`src/hdl/atb_pkg.sv`:
```
// ----------------------------------------------------------------------------
// atb_pkg
// Shared widths, codes and types for the alias table builder.
// ----------------------------------------------------------------------------
package atb_pkg;

   // Table size and fixed-point formats.
   localparam int MAX_ENTRIES    = 1024;
   localparam int IDX_W          = 10;
   localparam int CNT_W          = 11;
   localparam int PROB_FRAC_BITS = 16;
   localparam int PDF_FRAC_BITS  = 24;
   localparam int WEIGHT_W       = 32;
   localparam int WGT_W          = 31;
   localparam int SUM_W          = 41;
   localparam int PROB_W         = 27;
   localparam int THR_W          = 17;
   localparam int PDF_W          = 25;
   localparam int STATUS_W       = 2;
   localparam int FRAC_SEL_W     = 5;

   localparam logic [PROB_W-1:0] PROB_ONE = PROB_W'(1) << PROB_FRAC_BITS;
   localparam logic [THR_W-1:0]  THR_ONE  = THR_W'(1) << PROB_FRAC_BITS;

   // Result status codes.
   typedef enum logic [STATUS_W-1:0] {
      ST_ENTRY = 2'd0,
      ST_BUILT = 2'd1,
      ST_NEG   = 2'd2,
      ST_BAD   = 2'd3
   } status_type;

   // Command kinds decided by the front end.
   typedef enum logic [1:0] {
      CMD_LOAD = 2'd0,
      CMD_LAST = 2'd1,
      CMD_NEG  = 2'd2,
      CMD_READ = 2'd3
   } cmd_kind_type;

   typedef struct packed {
      cmd_kind_type     kind;
      logic [WGT_W-1:0] weight;
      logic [IDX_W-1:0] index;
   } cmd_type;

   typedef struct packed {
      status_type       status;
      logic [IDX_W-1:0] entry_index;
      logic [THR_W-1:0] threshold;
      logic [IDX_W-1:0] alias_index;
      logic [PDF_W-1:0] pdf;
      logic [CNT_W-1:0] entry_count;
   } rsp_type;

   // One LIFO entry: table index and its working probability.
   typedef struct packed {
      logic [IDX_W-1:0]  index;
      logic [PROB_W-1:0] prob;
   } stack_entry_type;

endpackage

```
`src/hdl/atb_if.sv`:
```
// ----------------------------------------------------------------------------
// atb_req_if / atb_rsp_if
// Valid/ready channels for request items and result items.
// ----------------------------------------------------------------------------
interface atb_req_if;
   import atb_pkg::*;

   logic                       valid;
   logic                       ready;
   logic                       operation;
   logic signed [WEIGHT_W-1:0] weight;
   logic                       last_weight;
   logic [IDX_W-1:0]           read_index;

   modport source (output valid, operation, weight, last_weight, read_index, input ready);
   modport sink   (input valid, operation, weight, last_weight, read_index, output ready);
endinterface


```
`src/hdl/atb_front.sv`:
```
// ----------------------------------------------------------------------------
// atb_front
// Accepts request items, classifies them and queues commands for the back end.
// ----------------------------------------------------------------------------
module atb_front (
   input  logic             clock,
   input  logic             reset,
   atb_req_if.sink          req_bus,
   output logic             cmd_valid,
   input  logic             cmd_ready,
   output atb_pkg::cmd_type cmd
);
   import atb_pkg::*;

   cmd_type    q_ff [2];
   logic [1:0] cnt_ff, cnt_in;
   logic       rd_ptr_ff, rd_ptr_in;
   logic       wr_ptr_ff, wr_ptr_in;
   logic       push, pop;
   cmd_type    cmd_new;

   // Classify the incoming item.
   always_comb begin
      cmd_new.weight = req_bus.weight[WGT_W-1:0];
      cmd_new.index  = req_bus.read_index;
      if (req_bus.operation) begin
         cmd_new.kind = CMD_READ;
      end else if (req_bus.weight[WEIGHT_W-1]) begin
         cmd_new.kind = CMD_NEG;
      end else if (req_bus.last_weight) begin
         cmd_new.kind = CMD_LAST;
      end else begin
         cmd_new.kind = CMD_LOAD;
      end
   end

   // Two-entry queue toward the back end.
   assign req_bus.ready = (cnt_ff != 2'd2);
   assign push          = req_bus.valid && req_bus.ready;
   assign cmd_valid     = (cnt_ff != 2'd0);
   assign pop           = cmd_valid && cmd_ready;
   assign cmd           = q_ff[rd_ptr_ff];

   always_comb begin
      cnt_in    = cnt_ff + 2'(push) - 2'(pop);
      rd_ptr_in = rd_ptr_ff ^ pop;
      wr_ptr_in = wr_ptr_ff ^ push;
   end

   always_ff @(posedge clock) begin
      if (reset) begin
         cnt_ff    <= '0;
         rd_ptr_ff <= 1'b0;
         wr_ptr_ff <= 1'b0;
      end else begin
         cnt_ff    <= cnt_in;
         rd_ptr_ff <= rd_ptr_in;
         wr_ptr_ff <= wr_ptr_in;
      end
   end

   always_ff @(posedge clock) begin
      if (push) begin
         q_ff[wr_ptr_ff] <= cmd_new;
      end
   end

endmodule

```
`src/flat_wrapper.sv`:
```
// flat-port wrapper written by rule: the top's interface ports become plain ports
module atb_front_flat import atb_pkg::*;
  (clock, reset, cmd_valid, cmd_ready, cmd, req_bus_valid, req_bus_operation, req_bus_weight, req_bus_last_weight, req_bus_read_index, req_bus_ready);
  atb_req_if req_bus_i ();
  input  logic clock;
  input  logic reset;
  output logic cmd_valid;
  input  logic cmd_ready;
  output atb_pkg::cmd_type cmd;
  input wire logic [$bits(req_bus_i.valid)-1:0] req_bus_valid;
  input wire logic [$bits(req_bus_i.operation)-1:0] req_bus_operation;
  input wire logic [$bits(req_bus_i.weight)-1:0] req_bus_weight;
  input wire logic [$bits(req_bus_i.last_weight)-1:0] req_bus_last_weight;
  input wire logic [$bits(req_bus_i.read_index)-1:0] req_bus_read_index;
  output wire logic [$bits(req_bus_i.ready)-1:0] req_bus_ready;
  assign req_bus_i.valid = req_bus_valid;
  assign req_bus_i.operation = req_bus_operation;
  assign req_bus_i.weight = req_bus_weight;
  assign req_bus_i.last_weight = req_bus_last_weight;
  assign req_bus_i.read_index = req_bus_read_index;
  assign req_bus_ready = req_bus_i.ready;
  atb_front u_core (.clock(clock), .reset(reset), .req_bus(req_bus_i), .cmd_valid(cmd_valid), .cmd_ready(cmd_ready), .cmd(cmd));
endmodule
```
`config.mk`:
```
export PLATFORM = sky130hd
export DESIGN_NAME = atb_front_flat
export DESIGN_NICKNAME = d
export VERILOG_FILES = /design/src/hdl/atb_pkg.sv /design/src/hdl/atb_if.sv /design/src/hdl/atb_front.sv /design/src/flat_wrapper.sv
export SDC_FILE = /design/constraint.sdc
export NUM_CORES = 1
export LEC_CHECK = 0
export BUFFER_PORTS_ARGS = -buffer_cell sky130_fd_sc_hd__buf_2
export CORE_AREA = 2 2 89 91
export CTS_CLUSTER_SIZE = 30
export DETAILED_ROUTE_END_ITERATION = 6
export DIE_AREA = 0 0 91 93
export PLACE_DENSITY = 0.81
export SLEW_MARGIN = 10
export SYNTH_ARGS = -nofsm -noshare
export SYNTH_HDL_FRONTEND = slang
export SYNTH_SLANG_ARGS = --single-unit
```
`constraint.sdc`:
```
create_clock -name clock -period 1.95 [get_ports clock]
set_input_delay 0.0975 -clock clock [delete_from_list [all_inputs] [get_ports clock]]
set_output_delay 0.0975 -clock clock [all_outputs]
set_load 0.03 [all_outputs]
```
## Word level (Yosys, flattened, before mapping)

Memory sizes are Yosys's and may differ from the RTL's. A register that Yosys moved wholly into a read port is not among the register bits.
Cells that the tools add are included.

- Reduce and logical (&&, ||, !) cells: 3
- Equality and inequality tests: 1
- Bitwise logic cells: 2
- $add $sub $neg: 2
- Multiplexer cells: 6

Operators with widths:

| cell | number |
|---|---|
| $mux 1 | 4 |
| $mux 2 | 2 |
| $add 2x1->2 | 1 |
| $logic_and 1x1->1 | 2 |
| $ne 2x2->1 const B | 1 |
| $reduce_bool 2->1 | 1 |
| $sub 2x1->2 | 1 |
| $xor 1x1->1 | 2 |

- Memories kept: 1
- Bits in writable memories: 86
- Register bits after elaboration: 4
- Output and inout port bits: 45
- Word-level logic and storage cells: 18

Memory list:

| memory | words | width | rd ports | clocked after memory_dff | write ports | RTL line | text |
|---|---|---|---|---|---|---|---|
| u_core.q_ff | 2 | 43 | 1 | 1 | 1 | atb_front.sv:15 | `cmd_type q_ff [2];` |

## Depth between registers and ports, before layout

Gate-level depths: netlist (run 1).

- Word-level depth: 4
- Mapped depth: 6
- Mapped depth without buffers: 6

## Worst setup path after synthesis (run 1)

No wires, ideal clock.

- Path type: register to register
- Start point: register u_core.cnt_ff[0]
- End point: memory u_core.q_ff[1][0] in the netlist's numbering (enable)
- Setup slack: -0.404 ns
- Setup time: 0.405 ns
- Stages on the path, launching flop included: 4
- Period minus slack after synthesis: 2.354 ns
- Required time: 1.545 ns
- Path buffers: 0
- Data arrival time: 1.949 ns
- Cells stage by stage: dfxtp_1 > nand2b_1 > and2_1 > ha_1

- Word-level cells in the longest chain between the ends: 4

RTL lines:

| what | RTL line | text |
|---|---|---|
| start: declaration | atb_front.sv:16 | `logic [1:0] cnt_ff, cnt_in;` |
| start signal: assignment | atb_front.sv:56 | `cnt_ff <= cnt_in;` |
| $ne 2x2->1 | atb_front.sv:38 | `assign req_bus.ready = (cnt_ff != 2'd2);` |
| via req_bus_ready | flat_wrapper.sv:15 | `output wire logic [$bits(req_bus_i.ready)-1:0] req_bus_ready;` |
| $logic_and 1x1->1 | atb_front.sv:39 | `assign push = req_bus.valid && req_bus.ready;` |
| $mux 1 | atb_front.sv:63 | `if (push) begin` |
| $mux 1 (not written as such) | atb_front.sv:64 | `q_ff[wr_ptr_ff] <= cmd_new;` |
| end: declaration | atb_front.sv:15 |  |

The timed path passes the listed nets, and every way through them passes these cells.

==> reports/metrics.yaml, run 1 <==
cts:
  clock_insertion_delay_worst_skew_ps: 350
  clkTransAtPathRegs_ps: 80
  clock-sinks: 90
  clockBufferDepth: 2
  htree_levels: 3
  cts_root_buf: "clkbuf_8"
  numCtsBuffers: 9
  tritoncts: "built"
routing:
  vias_per_cell: 4.52
  drt_iter0_markers: 34
  totalWireLength_um: 5860
  drt_pass1_iterations: 4
  drc: 0
  vias: 1854
  wl_per_cell_um: 14.3
  ant_nets: 0
grt:
  grt_overflow: 0
  track_usage: 0.144
  grt_max_degree: 44
  antenna_found_initial: 0
  grt_pass1_vias: 1958
  grt_pass1_wl_um: 9100
critical_path:
  critPathRequiredTime_ps: 1850
  cpMaxStageDelayCell: "mux2_2"
  cp_cell_sequence: "buf_4, mux2_2, buf_2"
  r2r_cells: 4
  path_delay_family: "buffers and inverters"
  cp.depth: 3
  cp_data_arrival_time_ps: 1590
  cp_num_buf_inv: 2
  cpPeakStageDelay_ps: 390
  start_kind: "flop"
  cp_max_fo: 26
  end_kind: "output pin"
  critPathKind: "flop to output pin"
min_path:
  hold_depth: 2
  hold_class: "primary input to flop"
synthesis:
  syn-num-nets: 211
  synth_seq_area_share: 0.786
  synthArstFlopShare: 0
  yosys-top-cells-count: "edfxtp_1, mux2_2, mux2_4"
  yosysWarnings: 0
  ys_ff_latch: 90
  synth.top_cell.area_share: 0.762
  synth_area_leaders: "edfxtp_1, mux2_2, dfxtp_1"
  yosys.area.top_type: "edfxtp_1"
  synth-main-ff-cell: "edfxtp_1"
  syn_area_um2: 3390
  synth_edf_count: 86
  syn-instance-count: 159
  syn_avg_cell_area_um2: 21.3
  ys_types: 16
  synth.most_common_cell: "edfxtp_1"
finish:
  drive_above_1_share: 0.516
  layout.nets: 355
  area_delta_synth_final_pct: 36.7
  filler_cell_count: 576
  fin_area_um2: 4630
  multi_input_area_um2: 656
  diodes: 0
  seq_area_um2: 2660
  stdcell_count: 410
timing:
  slew_violations: 0
  hold_viol: 0
  max_freq_mhz: 591
  min_period_over_period: 0.867
  post-route-min-period_ps: 1690
  rsz0062_at_grt: "false"
  setup_viol: 0
  fin_skew_ps: 6.87
  relSlewSlack: 0.760
  worst_pin_slew_ps: 360
floorplan:
  floorplan.die_area_um2: 8460
  start_util: 0.450
  ios: 93
  die_y_um: 93
  core.rowCount: 32
  die_x_um: 91
  core_um2: 7530
power_and_ir_drop:
  power.density_nw_per_um2: 1290
  peakVddDrop_mv: 0.601
  p_total_w: 0.00596
  cellLeakagePower_nw: 1.78
placement:
  placed_cell_area_um2: 3980
  gp_congestion: 0.686
  port_buffers: 92
  dp_hpwl_um: 3430
  post-place-cells: 352
flow_run:
  maxCapViolCount: 0
run_status:
  outcome: "finished clean"
-- area by class of cell --
type / instances / share of cell area
repair buffers: 138 / 0.202
clock inverters: 5 / 0.0222
well taps: 102 / 0.0276
inverters: 4 / 0.00324
multi-input cells: 60 / 0.142
flip-flops and latches: 90 / 0.575
clock buffers: 11 / 0.0284
-- stage by stage --
step / hold WS, ps / worst slack, ps / util / TNS (ps)
finish: 54.3 / 258 / 0.615 / 0
global route: 36.5 / 170 / 0.615 / 0
CTS: 35.6 / 221 / 0.615 / 0
detailed placement: 288 / 470 / 0.528 / 0
global placement: 285 / 531 / 0.528 / 0
floorplan: 164 / -404 / - / -34770
-- sequential cells by signal, indices dropped and copies added, names as in the netlist --
name,flops
u_core.q_ff,86
u_core.cnt_ff,2
u_core.rd_ptr_ff,1
u_core.wr_ptr_ff,1
-- worst reg2reg max path, stage by stage, from the launching register on --
cell,delay (ps)
dfxtp_1,360
nand2b_1,120
and2_1,190
ha_2,220
buf_12,240
-- routing by layer --
layer / part of all wire / wire length (µm) / vias up / global-route usage
li1: - / - / 901 / -
met1: 0.39 / 2260 / 884 / 0.156
met2: 0.55 / 3240 / 60 / 0.260
met3: 0.045 / 264 / 9 / 0.0387
met4: 0.017 / 99 / 0 / 0.0720
met5: 0 / 0 / - / 0
-- path summary, 6_finish.rpt --
check                     start                  to  slack [ps]
max            u_core.rd_ptr_ff             cmd[27]         260
min          req_bus_weight[31]  u_core.q_ff[0][42]          50
max reg2reg    u_core.cnt_ff[0]  u_core.q_ff[0][38]         460
min reg2reg    u_core.wr_ptr_ff    u_core.wr_ptr_ff         600
-- what timing repair did --
item | in CTS | in global routing
hold buffers | 42 | 0
setup endpoints to repair | 0 | 0
buffers inserted | 0 | 0
resized for setup | 0 | 0
hold endpoints to repair | 85 | 0
-- logic make-up (layout without fill, tap and decap cells) --
group,after synthesis,count (layout),synth area share
xor+xnor,1,1,0.00665
simple gates,9,9,0.0144
buf+inv,9,158,0.0222
fa+ha+maj,4,4,0.0148
flops,90,90,0.786
compound gates,2,2,0.00443
mux,44,44,0.152
-- layout by cell type, fill, tap and decap left out --
cell           Yosys  layout
buf_2              0      92
edfxtp_1          86      86
dlygate4sd3_1      0      42
mux2_2            39      39
clkbuf_8           0       9
mux2_4             5       5
inv_1              4       4
nor2_1             3       3
bufinv_16          0       3
dfxtp_1            4       3
or2_2              2       2
nor2b_1            2       2
ha_1               4       2
ha_2               0       2
clkbuf_1           0       2
buf_12             0       2
buf_4              0       2
nand2b_1           1       1
and2_1             1       1
a21o_1             1       1
o21a_1             1       1
xnor3_1            1       1
clkinvlp_4         0       1
clkinv_2           0       1
dfxtp_2            0       1
-- report_power, final --
group / internal [W] / switching, W
sequential: 0.00248 / 0.0000759
clock: 0.000850 / 0.000598
combinational: 0.000758 / 0.00120
total: 0.00409 / 0.00188
Note: power is estimated with default switching activity, not from simulation.
==> run 2, diff against run 1 <==
--- a/config.mk
+++ b/config.mk
@@ -5,12 +5,13 @@
 export SDC_FILE = /design/constraint.sdc
 export NUM_CORES = 1
 export LEC_CHECK = 0
+export ABC_AREA = 1
 export BUFFER_PORTS_ARGS = -buffer_cell sky130_fd_sc_hd__buf_2
-export CORE_AREA = 2 2 89 91
+export CORE_AREA = 2 2 90 92
 export CTS_CLUSTER_SIZE = 30
 export DETAILED_ROUTE_END_ITERATION = 6
-export DIE_AREA = 0 0 91 93
-export PLACE_DENSITY = 0.81
+export DIE_AREA = 0 0 92 94
+export PLACE_DENSITY = 0.82
 export SLEW_MARGIN = 10
 export SYNTH_ARGS = -nofsm -noshare
 export SYNTH_HDL_FRONTEND = slang
==> run 2 against run 1 <==
Against the previous run: sequential share of layout area fell by 2.2 points; combinational power rose by 6%; flip-flop and latch count did not move; non-clock buffer count rose by 2; global-route usage fell by 0.21 points; sequential power rose by 2%; worst setup slack got worse by 100 ps; worst hold slack got worse by 16 ps; clock power fell by 8%; fmax fell by 5.7%; first-iteration DRC count rose by 65%; power rose by 0.70%; largest cell class unchanged.
==> reports/metrics.yaml, run 2 <==
placement:
  gp_congestion: 0.668
  placed_cell_area_um2: 4180
  dp_hpwl_um: 3840
  port_buffers: 92
routing:
  vias_per_cell: 4.54
  ant_nets: 0
  totalWireLength_um: 5990
  drt_iter0_markers: 56
  drc: 0
  drt_pass1_iterations: 4
  wl_per_cell_um: 14.1
  vias: 1932
power_and_ir_drop:
  seq_power_share: 0.433
  p_clk_frac: 0.221
  p_total_w: 0.00601
  p_int_w: 0.00408
  power.switching_w: 0.00193
  cellLeakagePower_nw: 1.94
  power_frac_comb: 0.346
  power.density_nw_per_um2: 1250
  switching_share: 0.321
  peakVddDrop_mv: 0.793
critical_path:
  cp_data_arrival_time_ps: 1700
  cp-endpoint: "cmd[0]"
  reg2reg_slack_ps: 320
  start_kind: "flop"
  critPathKind: "flop to output pin"
  cp_max_fo: 16
  end_kind: "output pin"
  r2r_cells: 4
  critPathRequiredTime_ps: 1850
  reg2reg_to: "u_core.q_ff[1][8]"
  timing.rr.start: "u_core.cnt_ff[0]"
  startpoint: "u_core.rd_ptr_ff"
finish:
  layout.nets: 371
  largest_reg_flops: 86
  diodes: 0
  largestRegisters: "u_core.q_ff (86), u_core.cnt_ff (2)"
  drive_above_1_share: 0.494
  area_delta_synth_final_pct: 35.4
  regMostFlops: "u_core.q_ff"
  final_common_cell: "buf_2"
  fin_area_um2: 4810
  final_cell_mix: "buf_2, edfxtp_1, dlygate4sd3_1"
flow_run:
  maxCapViolCount: 0
cts:
  cts-resized-gates: 0
  tritoncts: "built"
  cts_setup_buffers: 0
  clock_insertion_delay_worst_skew_ps: 350
  htree_levels: 3
  holdBufCountCts: 42
  numCtsBuffers: 9
  clockBufferDepth: 2
  clkTransAtPathRegs_ps: 80
  cts_root_buf: "clkbuf_8"
  clock-sinks: 90
timing:
  hold_viol: 0
  worst_pin_slew_ps: 425
  relSlewSlack: 0.714
  post-route-min-period_ps: 1790
  setup_viol: 0
  fin_skew_ps: 10.9
  rsz0062_at_grt: "false"
  min_period_over_period: 0.920
  slew_violations: 0
  fin_setup_tns_ps: 0
  max_freq_mhz: 557
grt:
  grt_max_degree: 23
  grt_pass1_vias: 1977
  grt_pass1_wl_um: 9060
  antenna_found_initial: 0
  grt_overflow: 0
  track_usage: 0.142
run_status:
  outcome: "finished clean"
synthesis:
  syn_avg_cell_area_um2: 20.5
  syn-instance-count: 173
  synthArstFlopShare: 0
  synth.top_cell.area_share: 0.727
  synth_edf_count: 86
  yosys.area.top_type: "edfxtp_1"
  synth_seq_area_share: 0.749
  syn-num-nets: 225
  synth.most_common_cell: "edfxtp_1"
  ys_ff_latch: 90
  syn_area_um2: 3550
  synth-main-ff-cell: "edfxtp_1"
  synth_area_leaders: "edfxtp_1, mux2_4, buf_12"
  yosysWarnings: 0
  yosys-top-cells-count: "edfxtp_1, mux2_4, inv_1, nand2_1, nor2_1"
  ys_types: 13
floorplan:
  die_x_um: 92
  core.rowCount: 32
  ios: 93
  die_y_um: 94
  floorplan.die_area_um2: 8650
  core_um2: 7610
  start_util: 0.467
min_path:
  hold_class: "primary input to flop"
run 2: cell types whose count changed in the layout (fill, tap and decap cells not counted), moves of 4 or more:
cell,delta
mux2_2,-34
buf_12,+4
inv_1,+7
nand2_1,+9
nor2_1,+4
mux2_4,+33
run 2: area by class of cell:
| type | count | area, µm² |
|---|---|---|
| inverters | 11 | 41.3 |
| multi-input cells | 67 | 764 |
| flip-flops and latches | 90 | 2660 |
| clock buffers | 9 | 124 |
| repair buffers | 140 | 1000 |
| fillers | 554 | 2790 |
| well taps | 102 | 128 |
| clock inverters | 7 | 91.3 |
run 2: per-stage QoR:
step	hold slack, ps	worst slack, ps	util	cells
after global placement	284	426	0.549	368
after floorplan	164	-252	-	173
final	38.5	156	0.633	426
after detailed placement	289	327	0.549	368
after CTS	20.3	115	0.633	426
after global routing	41.5	61.6	0.633	426
run 2: worst min path at each step:
stage | start | to | slack (ps) | cells past startpoint
6_report | req_bus_weight[31] | u_core.q_ff[1][42] | 40 | 3
4_1_cts | req_bus_weight[31] | u_core.q_ff[1][42] | 20 | 3
5_1_grt | req_bus_weight[31] | u_core.q_ff[0][42] | 40 | 3
2_1_floorplan | reset | u_core.wr_ptr_ff | 160 | 1
3_5_place_dp | req_bus_weight[15] | u_core.q_ff[1][25] | 290 | 1
3_3_place_gp | req_bus_read_index[3] | u_core.q_ff[1][3] | 280 | 1
run 2: worst max-delay path, cell delays in order (launching register included):
cell	delay [ps]
dfxtp_2	570
buf_12	230
mux2_2	370
buf_2	180
run 2: metal layers:
layer | track usage | routed length [µm] | vias up
li1 | - | - | 938
met1 | 0.160 | 2560 | 926
met2 | 0.251 | 3070 | 62
met3 | 0.0441 | 297 | 6
met4 | 0.0597 | 58 | 0
met5 | 0 | 0 | -
run 2: cells by family (layout without fill, tap and decap cells):
kind of cell,after synthesis,in the layout,share of synthesized area
DFF,90,90,0.749
AOI/OAI and AO/OA,2,2,0.00352
buffers and inverters,16,167,0.0373
adders and majority gates,4,4,0.0141
muxes,43,43,0.176
and+or+nand+nor,18,18,0.0197
run 2: power groups by stage:
stage / Clock, W / Sequential [W] / Combinational, W
after floorplan: 0 / 0.00260 / 0.00157
after global placement: 0 / 0.00263 / 0.00200
after detailed placement: 0 / 0.00264 / 0.00203
after CTS: 0.00137 / 0.00260 / 0.00210
after global routing: 0.00144 / 0.00262 / 0.00222
final: 0.00133 / 0.00260 / 0.00208
==> run 3, diff against run 2 <==
==> constraint.sdc (replaced) <==
create_clock -name clock -period 1.95 [get_ports clock]
set_input_delay 0.2925 -clock clock [delete_from_list [all_inputs] [get_ports clock]]
set_output_delay 0.2925 -clock clock [all_outputs]
set_load 0.03 [all_outputs]
==> run 3 against run 2 <==
Against the previous run: final cell count decreased by 9.9%; utilization fell by 6.0 points; first-iteration DRC count up 80%; die area unchanged; global-route usage down 1.1 points; power down 5.1%; sequential power is essentially flat; sequential share of layout area rose by 5.9 points; wire length fell by 9.5%; final area shrank 9.5%; critical endpoint is now cmd[2]; largest power group unchanged; highest routed layer unchanged.
==> reports/metrics.yaml, run 3 (synthesis gave the netlist of run 2 again) <==
grt:
  grt_pass1_vias: 1765
  antenna_found_initial: 0
  grt_pass1_wl_um: 8360
  grt_overflow: 0
  track_usage: 0.131
  grt_max_degree: 23
floorplan:
  start_util: 0.467
  floorplan.die_area_um2: 8650
  die_x_um: 92
  die_y_um: 94
  core.rowCount: 32
  core_um2: 7610
  ios: 93
finish:
  diodes: 0
  final_common_cell: "buf_2"
  stdcell_count: 384
  regMostFlops: "u_core.q_ff"
  largestRegisters: "u_core.q_ff (86), u_core.cnt_ff (2)"
  layout.nets: 329
  area_delta_synth_final_pct: 22.5
  largest_reg_flops: 86
  final_cell_mix: "buf_2, edfxtp_1, mux2_4"
  drive_above_1_share: 0.564
critical_path:
  critPathRequiredTime_ps: 1660
  cp_data_arrival_time_ps: 1550
  cp_max_fo: 22
  r2r_cells: 4
  start_kind: "flop"
  end_kind: "output pin"
  critPathKind: "flop to output pin"
power_and_ir_drop:
  cellLeakagePower_nw: 1.74
  switching_share: 0.338
  seq_power_share: 0.454
  p_clk_frac: 0.194
  peakVddDrop_mv: 0.610
  power.switching_w: 0.00192
  power_frac_comb: 0.352
  power.density_nw_per_um2: 1310
  p_int_w: 0.00378
routing:
  ant_nets: 0
  totalWireLength_um: 5420
  vias: 1794
  drc: 0
  wl_per_cell_um: 14.1
  drt_iter0_markers: 101
  vias_per_cell: 4.67
  drt_pass1_iterations: 4
cts:
  numCtsBuffers: 9
  clock_insertion_delay_worst_skew_ps: 340
  tritoncts: "built"
  clock-sinks: 90
  htree_levels: 3
  cts_setup_buffers: 0
  clockBufferDepth: 2
  cts_root_buf: "clkbuf_8"
  clkTransAtPathRegs_ps: 90
placement:
  dp_hpwl_um: 3730
  gp_congestion: 0.677
  post-place-cells: 368
  port_buffers: 92
timing:
  slew_violations: 0
  hold_viol: 0
  rsz0062_at_grt: "false"
  min_period_over_period: 0.946
  relSlewSlack: 0.729
  max_freq_mhz: 542
  setup_viol: 0
  post-route-min-period_ps: 1850
  worst_pin_slew_ps: 403
  fin_hold_ws_ps: 130
  fin_skew_ps: 8.13
run_status:
  outcome: "finished clean"
min_path:
  hold_class: "primary input to flop"
  hold_depth: 1
flow_run:
  maxCapViolCount: 0
run 3: changes by cell type in the layout (fill, tap and decap cells not counted):
cell	before	now
bufinv_16	2	0
dlygate4sd3_1	42	0
dfxtp_4	0	1
clkinv_4	0	2
inv_6	1	2
dfxtp_2	1	0
clkinv_1	0	1
clkinv_2	3	1
run 3: timing repair:
item	CTS	global route
resized for setup	1	0
setup endpoints to repair	2	0
hold buffers	0	0
run 3: per-stage QoR:
stage	area (µm²)	setup TNS, ps	power [W]	setup slack (ps)	utilization
after floorplan	3550	-21700	0.00417	-252	-
after global placement	4180	0	0.00462	396	0.549
after detailed placement	4180	0	0.00466	368	0.549
after CTS	4360	0	0.00579	68.7	0.573
after global routing	4360	0	0.00601	22.9	0.573
final	4360	0	0.00570	104	0.573
run 3: cell type report:
cell class / count / area [µm²]
Fill cell: 599 / 3250
Sequential cell: 90 / 2670
Multi-Input combinational cell: 67 / 764
Timing Repair Buffer: 98 / 581
Tap cell: 102 / 128
Clock buffer: 9 / 124
Clock inverter: 7 / 51.3
Inverter: 11 / 41.3
run 3: critical path, cell delays in order, from the launching register on:
cell,delay (ps)
dfxtp_4,450
buf_12,220
mux2_2,350
buf_2,170
run 3: layer usage:
metal / vias to the layer above / share of wire / GRT usage
met1: 868 / 0.41 / 0.164
met3: 5 / 0.067 / 0.0482
met2: 64 / 0.51 / 0.210
li1: 857 / - / -
met4: 0 / 0.0090 / 0.0485
met5: - / 0 / 0
run 3: final timing paths:
check | start | end | slack (ps)
worst max-delay path | u_core.rd_ptr_ff | cmd[2] | 100
worst min-delay path | req_bus_weight[9] | u_core.q_ff[1][19] | 130
worst max register to register | u_core.cnt_ff[0] | u_core.q_ff[0][9] | 360
worst min register to register | u_core.wr_ptr_ff | u_core.wr_ptr_ff | 610
run 3: power by group through the flow:
stage	Clock (W)	Sequential [W]	Combinational, W
CTS	0.00116	0.00259	0.00204
detailed placement	0	0.00263	0.00203
finish	0.00111	0.00259	0.00201
global placement	0	0.00261	0.00201
floorplan	0	0.00260	0.00157
global route	0.00125	0.00261	0.00215
